$ cat src/rtl/rwslc_pkg.sv
// ----------------------------------------------------------------------------
// rwslc_pkg
// Types and constants of the RIFF/WebP simple lossy container check.
// ----------------------------------------------------------------------------
package rwslc_pkg;

  typedef enum logic [3:0] {
    ST_OK       = 4'd0,
    ST_SHORT    = 4'd1,
    ST_RIFF_TAG = 4'd2,
    ST_WEBP_TAG = 4'd3,
    ST_SIZE     = 4'd4,
    ST_NO_CHUNK = 4'd5,
    ST_CHUNK    = 4'd6,
    ST_OVERRUN  = 4'd7,
    ST_TRAILING = 4'd8
  } status_t;

  // tag bytes, lane n in bits [8n+7:8n]
  localparam logic [31:0] TAG_RIFF = 32'h4646_4952;
  localparam logic [31:0] TAG_WEBP = 32'h5042_4557;
  localparam logic [31:0] TAG_VP8  = 32'h2038_5056;

  localparam int unsigned CNT_W = 33;
  localparam logic [CNT_W-1:0] CNT_MAX = {CNT_W{1'b1}};

  localparam logic [CNT_W-1:0] HDR_LEN   = 33'd12;
  localparam logic [CNT_W-1:0] CHUNK_HDR = 33'd20;
  localparam logic [CNT_W-1:0] RIFF_ADJ  = 33'd8;
  localparam logic [4:0]       PAY_OFS   = 5'd20;

  localparam int unsigned OUT_W = 112;

endpackage

$ cat src/rtl/riff_webp_simple_lossy_check_unit.sv
// ----------------------------------------------------------------------------
// riff_webp_simple_lossy_check_unit
// Byte-stream check of a simple lossy RIFF/WebP container header.
// ----------------------------------------------------------------------------
// The file arrives one byte per beat on the in_ channel, in_tlast on its
// final byte. The block counts bytes, checks the tags at offsets 0, 8 and
// 12, and captures the little-endian sizes at offsets 4 and 16.
// For the beat with in_tlast set, one result beat appears on the out_
// channel in the cycle after acceptance. Bytes without in_tlast give no
// result. Throughput is one byte per cycle while no result waits, set by
// the single count-and-compare step between input and result register.
// After a result all state returns to zero and the next byte starts a new
// file. Reset clears the count, the captured sizes, the tag flags and
// out_tvalid. When the receiver stalls, the result is held in the output
// register; input beats are still taken while out_tvalid is low or
// out_tready is high, and held off only while a result waits unaccepted.
// ----------------------------------------------------------------------------
module riff_webp_simple_lossy_check_unit (
  input  logic                      clk,
  input  logic                      rst_n,
  input  logic                      in_tvalid,
  output logic                      in_tready,
  input  logic [7:0]                in_tdata,   // data_byte[7:0]
  input  logic                      in_tlast,
  output logic                      out_tvalid,
  input  logic                      out_tready,
  // status[3:0], riff_length[35:4], file_length[68:36],
  // payload_offset[73:69], payload_length[105:74], zero[111:106]
  output logic [rwslc_pkg::OUT_W-1:0] out_tdata
);
  import rwslc_pkg::*;

  logic [CNT_W-1:0] byte_count_r, byte_count_nxt, count_inc;
  logic [31:0]      riff_len_r, riff_len_nxt;
  logic [31:0]      chunk_len_r, chunk_len_nxt;
  logic             riff_bad_r, riff_bad_nxt;
  logic             webp_bad_r, webp_bad_nxt;
  logic             chunk_bad_r, chunk_bad_nxt;
  logic             out_valid_r;
  logic [OUT_W-1:0] out_data_r, out_data_nxt;
  logic             in_fire;
  logic             in_hdr;
  logic [4:0]       pos;
  logic [1:0]       lane;

  status_t          st;
  logic [31:0]      rl, pl;
  logic [4:0]       po;
  logic [CNT_W-1:0] len;
  logic [CNT_W:0]   riff_sum;
  logic [CNT_W:0]   pay_end;
  logic [CNT_W:0]   pad_end;

  assign in_tready = !out_valid_r || out_tready;
  assign in_fire   = in_tvalid && in_tready;
  assign in_hdr    = (byte_count_r < CHUNK_HDR);
  assign pos       = byte_count_r[4:0];
  assign lane      = pos[1:0];
  assign count_inc = (byte_count_r == CNT_MAX) ? byte_count_r : byte_count_r + 1'b1;

  // update the header state with the current byte
  always_comb begin
    riff_len_nxt  = riff_len_r;
    chunk_len_nxt = chunk_len_r;
    riff_bad_nxt  = riff_bad_r;
    webp_bad_nxt  = webp_bad_r;
    chunk_bad_nxt = chunk_bad_r;
    if (in_hdr) begin
      priority if (pos < 5'd4) begin
        if (in_tdata != TAG_RIFF[8*lane +: 8]) riff_bad_nxt = 1'b1;
      end else if (pos < 5'd8) begin
        riff_len_nxt[8*lane +: 8] = in_tdata;
      end else if (pos < 5'd12) begin
        if (in_tdata != TAG_WEBP[8*lane +: 8]) webp_bad_nxt = 1'b1;
      end else if (pos < 5'd16) begin
        if (in_tdata != TAG_VP8[8*lane +: 8]) chunk_bad_nxt = 1'b1;
      end else if (pos < 5'd20) begin
        chunk_len_nxt[8*lane +: 8] = in_tdata;
      end
    end
  end

  // evaluate the checks in order on the updated state
  always_comb begin
    len      = count_inc;
    riff_sum = {2'b00, riff_len_nxt} + {1'b0, RIFF_ADJ};
    pay_end  = {2'b00, chunk_len_nxt} + {1'b0, CHUNK_HDR};
    pad_end  = pay_end + {{CNT_W{1'b0}}, pay_end[0]};
    st = ST_OK;
    rl = '0;
    po = '0;
    pl = '0;
    priority if (len < HDR_LEN) begin
      st = ST_SHORT;
    end else if (riff_bad_nxt) begin
      st = ST_RIFF_TAG;
    end else begin
      rl = riff_len_nxt;
      priority if (webp_bad_nxt) begin
        st = ST_WEBP_TAG;
      end else if (riff_sum != {1'b0, len}) begin
        st = ST_SIZE;
      end else if (len < CHUNK_HDR) begin
        st = ST_NO_CHUNK;
      end else if (chunk_bad_nxt) begin
        st = ST_CHUNK;
      end else if ({1'b0, chunk_len_nxt} > (len - CHUNK_HDR)) begin
        st = ST_OVERRUN;
      end else begin
        po = PAY_OFS;
        pl = chunk_len_nxt;
        st = (pad_end != {1'b0, len}) ? ST_TRAILING : ST_OK;
      end
    end
    out_data_nxt = {6'd0, pl, po, len, rl, st};
  end

  always_comb begin
    byte_count_nxt = byte_count_r;
    if (in_fire) begin
      byte_count_nxt = in_tlast ? '0 : count_inc;
    end
  end

  always_ff @(posedge clk) begin
    if (!rst_n) begin
      byte_count_r <= '0;
      riff_len_r   <= '0;
      chunk_len_r  <= '0;
      riff_bad_r   <= 1'b0;
      webp_bad_r   <= 1'b0;
      chunk_bad_r  <= 1'b0;
      out_valid_r  <= 1'b0;
    end else begin
      byte_count_r <= byte_count_nxt;
      if (in_fire) begin
        if (in_tlast) begin
          riff_len_r  <= '0;
          chunk_len_r <= '0;
          riff_bad_r  <= 1'b0;
          webp_bad_r  <= 1'b0;
          chunk_bad_r <= 1'b0;
        end else begin
          riff_len_r  <= riff_len_nxt;
          chunk_len_r <= chunk_len_nxt;
          riff_bad_r  <= riff_bad_nxt;
          webp_bad_r  <= webp_bad_nxt;
          chunk_bad_r <= chunk_bad_nxt;
        end
      end
      if (in_fire && in_tlast) begin
        out_valid_r <= 1'b1;
      end else if (out_tready) begin
        out_valid_r <= 1'b0;
      end
    end
  end

  always_ff @(posedge clk) begin
    if (in_fire && in_tlast) begin
      out_data_r <= out_data_nxt;
    end
  end

  assign out_tvalid = out_valid_r;
  assign out_tdata  = out_data_r;

  a_last_clears: assert property (@(posedge clk) disable iff (!rst_n)
    (in_fire && in_tlast) |=> (byte_count_r == '0 && !riff_bad_r && !webp_bad_r
                               && !chunk_bad_r))
    else $error("state not cleared after final byte");

  a_last_gives_result: assert property (@(posedge clk) disable iff (!rst_n)
    (in_fire && in_tlast) |=> out_valid_r)
    else $error("no result after final byte");

  a_ready_only_stall: assert property (@(posedge clk) disable iff (!rst_n)
    !in_tready |-> (out_valid_r && !out_tready))
    else $error("input held off without an output stall");

  a_ok_has_payload: assert property (@(posedge clk) disable iff (!rst_n)
    (out_valid_r && (out_data_r[3:0] == ST_OK)) |-> (out_data_r[73:69] == PAY_OFS))
    else $error("ok status without payload offset");

endmodule
$ cat config.mk
export PLATFORM = sky130hd
export DESIGN_NAME = riff_webp_simple_lossy_check_unit
export DESIGN_NICKNAME = d
export VERILOG_FILES = /design/src/rtl/rwslc_pkg.sv /design/src/rtl/riff_webp_simple_lossy_check_unit.sv
export SDC_FILE = /design/constraint.sdc
export NUM_CORES = 1
export LEC_CHECK = 0
export BUFFER_PORTS_ARGS = -buffer_cell sky130_fd_sc_hd__buf_2
export CAP_MARGIN = 30
export CORE_MARGIN = 2
export CORE_UTILIZATION = 30
export DETAILED_ROUTE_END_ITERATION = 16
export PLACE_DENSITY = 0.48
export SYNTH_ARGS = -nofsm -noshare
export SYNTH_HDL_FRONTEND = slang
export SYNTH_SLANG_ARGS = --single-unit
$ cat constraint.sdc
create_clock -name clk -period 6.7 [get_ports clk]
set_input_delay 0.335 -clock clk [delete_from_list [all_inputs] [get_ports clk]]
set_output_delay 0.335 -clock clk [all_outputs]
set_load 0.03 [all_outputs]
==> flow_metrics.tcl <==
set metrics [dict create \
    outcome "completed" \
    die_h_microns 227 \
    worstSetupPathType "flop to flop" \
    setup_ws_ns 0.488 \
    synth_ff_type "edfxtp_1" \
    vias_per_cell 5.41 \
    drive_above_1_share_pct 15.3 \
    end_kind "flop" \
    clock_skew_ns 0.0173 \
    antenna_cells 0 \
    ys_ff_latch 203 \
    ioPinCount 127 \
    io_buffers 117 \
    grt_first_pass_wirelength_microns 86300 \
    synth_area_per_cell_sq_um 8.61 \
    dp_hpwl_microns 44700 \
    leakagePower_nw 6.64 \
    start_kind "flop" \
    relSlewSlack_pct 39.4 \
    drc 0 \
    dp_slack_ns 0.112 \
    clkTransAtPathRegs_ns 0.06 \
    cts.sinks 203 \
    yosysUniqueCellTypes 87 \
    routedWlPerCell_microns 23.1 \
    numCtsBuffers 25 \
    worstMarginPinSlew_ns 0.883 \
    grt_max_degree 70 \
    overflow 0 \
    layout_common_cells "150 x nand2_1, 142 x nor2_1, 134 x xnor2_1, 117 x buf_2, 102 x edfxtp_1" \
    netlist_area_sq_um 14900 \
    cts_root_buf "clkbuf_16" \
    finalPower_mw 2.97 \
    worstPathArrival_ns 6.62 \
    cap_viol_max_count 0 \
    cts.path.max_buffers 3 \
    drt_iter0_drc 1208 \
    nNetsFinal 1917 \
    totalWireLength_microns 58700 \
    cp_max_fo 25 \
    slowest_delay_ns 0.52 \
    ys_seq_area_share_pct 34.1 \
    min_period_ns 6.21 \
    coreArea_sq_um 49000 \
    synth_area_leader_cell "edfxtp_1" \
    final-max-slew-violation-count 0 \
    htreeDepth 1 \
    post_cts_resized 0 \
    synth_edf_count 102 \
    synth.area.top_cells "edfxtp_1 21%, dfxtp_1 14%, xnor2_1 7.9%" \
    dieArea_sq_um 51400 \
    cts_setup_buffers 0 \
    rsz0062_at_grt "no" \
    track_usage_pct 22.5 \
    fmax_mhz 161 \
    fin_setup_tns_ns 0 \
    cts_tree "built" \
    final_common_cell "nand2_1" \
    yosys_warnings 0 \
    antenna_found_initial 1 \
    min_path_type "input pin to flop" \
    p_per_area_nw_per_um2 171 \
    dr.pass1.iters 5 \
    finalSetupViolCount 0 \
    post-route-period-util_pct 92.7 \
    hold_violations 0 \
    gp_congestion 0.911 \
    crit_top_cell "nor2b_1" \
    initial_utilization_pct 30.4 \
    cp.required_ns 7.10 \
    clkLatencyLatePin_ns 0.57 \
    ir_worst_vdd_uv 183 \
    ant_nets 0 \
    synthToLayoutAreaGrowth_pct 16.2 \
    num_vias 13700 \
    slowest_stage "dfxtp_1" \
    synthCells 1729 \
    die_w_microns 227 \
    rows 81 \
    grt_pass1_vias 13200 \
    cts_hold_buf 0 \
    yosysTopAreaCellShare_pct 20.6 \
    synthArstFlopShare_pct 0 \
]
critical path, delay by kind of cell (launching register included):
kind / cells / cell delay (ns)
buffers and inverters: 2 / 0.42
xor gates and xnor gates: 2 / 0.60
and+or+nand+nor: 12 / 2.50
adders and majority gates: 1 / 0.29
DFF: 1 / 0.52
AOI/OAI and AO/OA: 8 / 1.69
per-stage QoR:
stage / instance area [sq um] / hold slack (ns) / instances / utilization, %
final: 17300 / 0.144 / 2539 / 35.4
after global routing: 17300 / 0.182 / 2539 / 35.4
after CTS: 17300 / 0.124 / 2538 / 35.3
after detailed placement: 16400 / 0.465 / 2492 / 33.6
after global placement: 16400 / 0.455 / 2491 / 33.5
after floorplan: 14900 / 0.440 / 1737 / -
power breakdown:
group          total [mW]  internal, mW  switching (mW)
Sequential           1.33          1.32         0.00712
Clock                1.42         0.826           0.592
Combinational       0.219        0.0502           0.169
logic make-up after synthesis:
family,after synthesis,synth area share (%)
and+or+nand+nor,755,27.4
xor gates and xnor gates,173,10.3
other,1,0.0252
buffers and inverters,169,5.02
AOI/OAI and AO/OA,305,13.9
adders and majority gates,48,4.03
muxes,75,5.22
DFF,203,34.1
path summary, 6_finish.rpt:
path	from	end	slack [ns]	cells past startpoint
worst min register to register	riff_len_r[16]$_SDFFE_PN0P_	riff_len_r[16]$_SDFFE_PN0P_	0.48	2
worst max register to register	byte_count_r[15]$_SDFFE_PN0P_	out_tdata[77]$_SDFFCE_PP0P_	0.49	25
worst max-delay path	byte_count_r[15]$_SDFFE_PN0P_	out_tdata[77]$_SDFFCE_PP0P_	0.49	25
worst min-delay path	out_tready	out_tvalid$_SDFFE_PN0P_	0.14	3
per-layer routing:
| layer | share of wire (%) | wire (microns) | up-vias | track usage, % |
|---|---|---|---|---|
| met2 | 46 | 27200 | 475 | 37.1 |
| met4 | 2.7 | 1600 | 0 | 6.64 |
| met1 | 45 | 26600 | 6717 | 30.8 |
| met5 | 0 | 0 | - | 0 |
| met3 | 5.6 | 3270 | 73 | 2.62 |
| li1 | - | - | 6483 | - |
final cells by class:
| class | count | area [sq um] |
|---|---|---|
| clock buffers | 32 | 672 |
| multi-input cells | 1365 | 9110 |
| flip-flops and latches | 203 | 5080 |
| fillers | 5072 | 31600 |
| well taps | 664 | 831 |
| inverters | 69 | 262 |
| clock inverters | 14 | 161 |
| repair buffers | 192 | 1180 |
synthesized netlist by cell type, types with 6 or more instances:
| cell | count |
|---|---|
| edfxtp_1 | 102 |
| a31oi_1 | 17 |
| a21boi_0 | 13 |
| a32oi_1 | 6 |
| o22ai_1 | 11 |
| dfxtp_1 | 101 |
| inv_1 | 68 |
| ha_1 | 48 |
| xnor2_1 | 134 |
| and3_1 | 24 |
| nor3b_1 | 7 |
| nand4b_1 | 6 |
| and4_1 | 15 |
| xor2_1 | 37 |
| mux2i_1 | 59 |
| nand2_1 | 151 |
| a21oi_1 | 35 |
| nand4_1 | 45 |
| buf_2 | 18 |
| nor3_1 | 45 |
| a21o_1 | 10 |
| a211oi_1 | 6 |
| nor2b_1 | 73 |
| nand2b_1 | 12 |
| a41oi_1 | 6 |
| o21a_1 | 13 |
| and2_1 | 67 |
| or3_1 | 15 |
| nor4_1 | 20 |
| o31ai_1 | 6 |
| nor2_1 | 143 |
| buf_4 | 13 |
| o21ai_0 | 82 |
| mux2_2 | 14 |
| nor4_2 | 8 |
| nand3_1 | 85 |
| clkbuf_1 | 59 |
| a22oi_1 | 49 |
sequential cells by signal, summed over array words and instances (netlist names):
| register | flops |
|---|---|
| byte_count_r | 33 |
| chunk_bad_r | 1 |
| chunk_len_r | 32 |
| out_tdata | 102 |
| out_tvalid | 1 |
| riff_bad_r | 1 |
| riff_len_r | 32 |
| webp_bad_r | 1 |
Power figures use the tool's default switching activity.
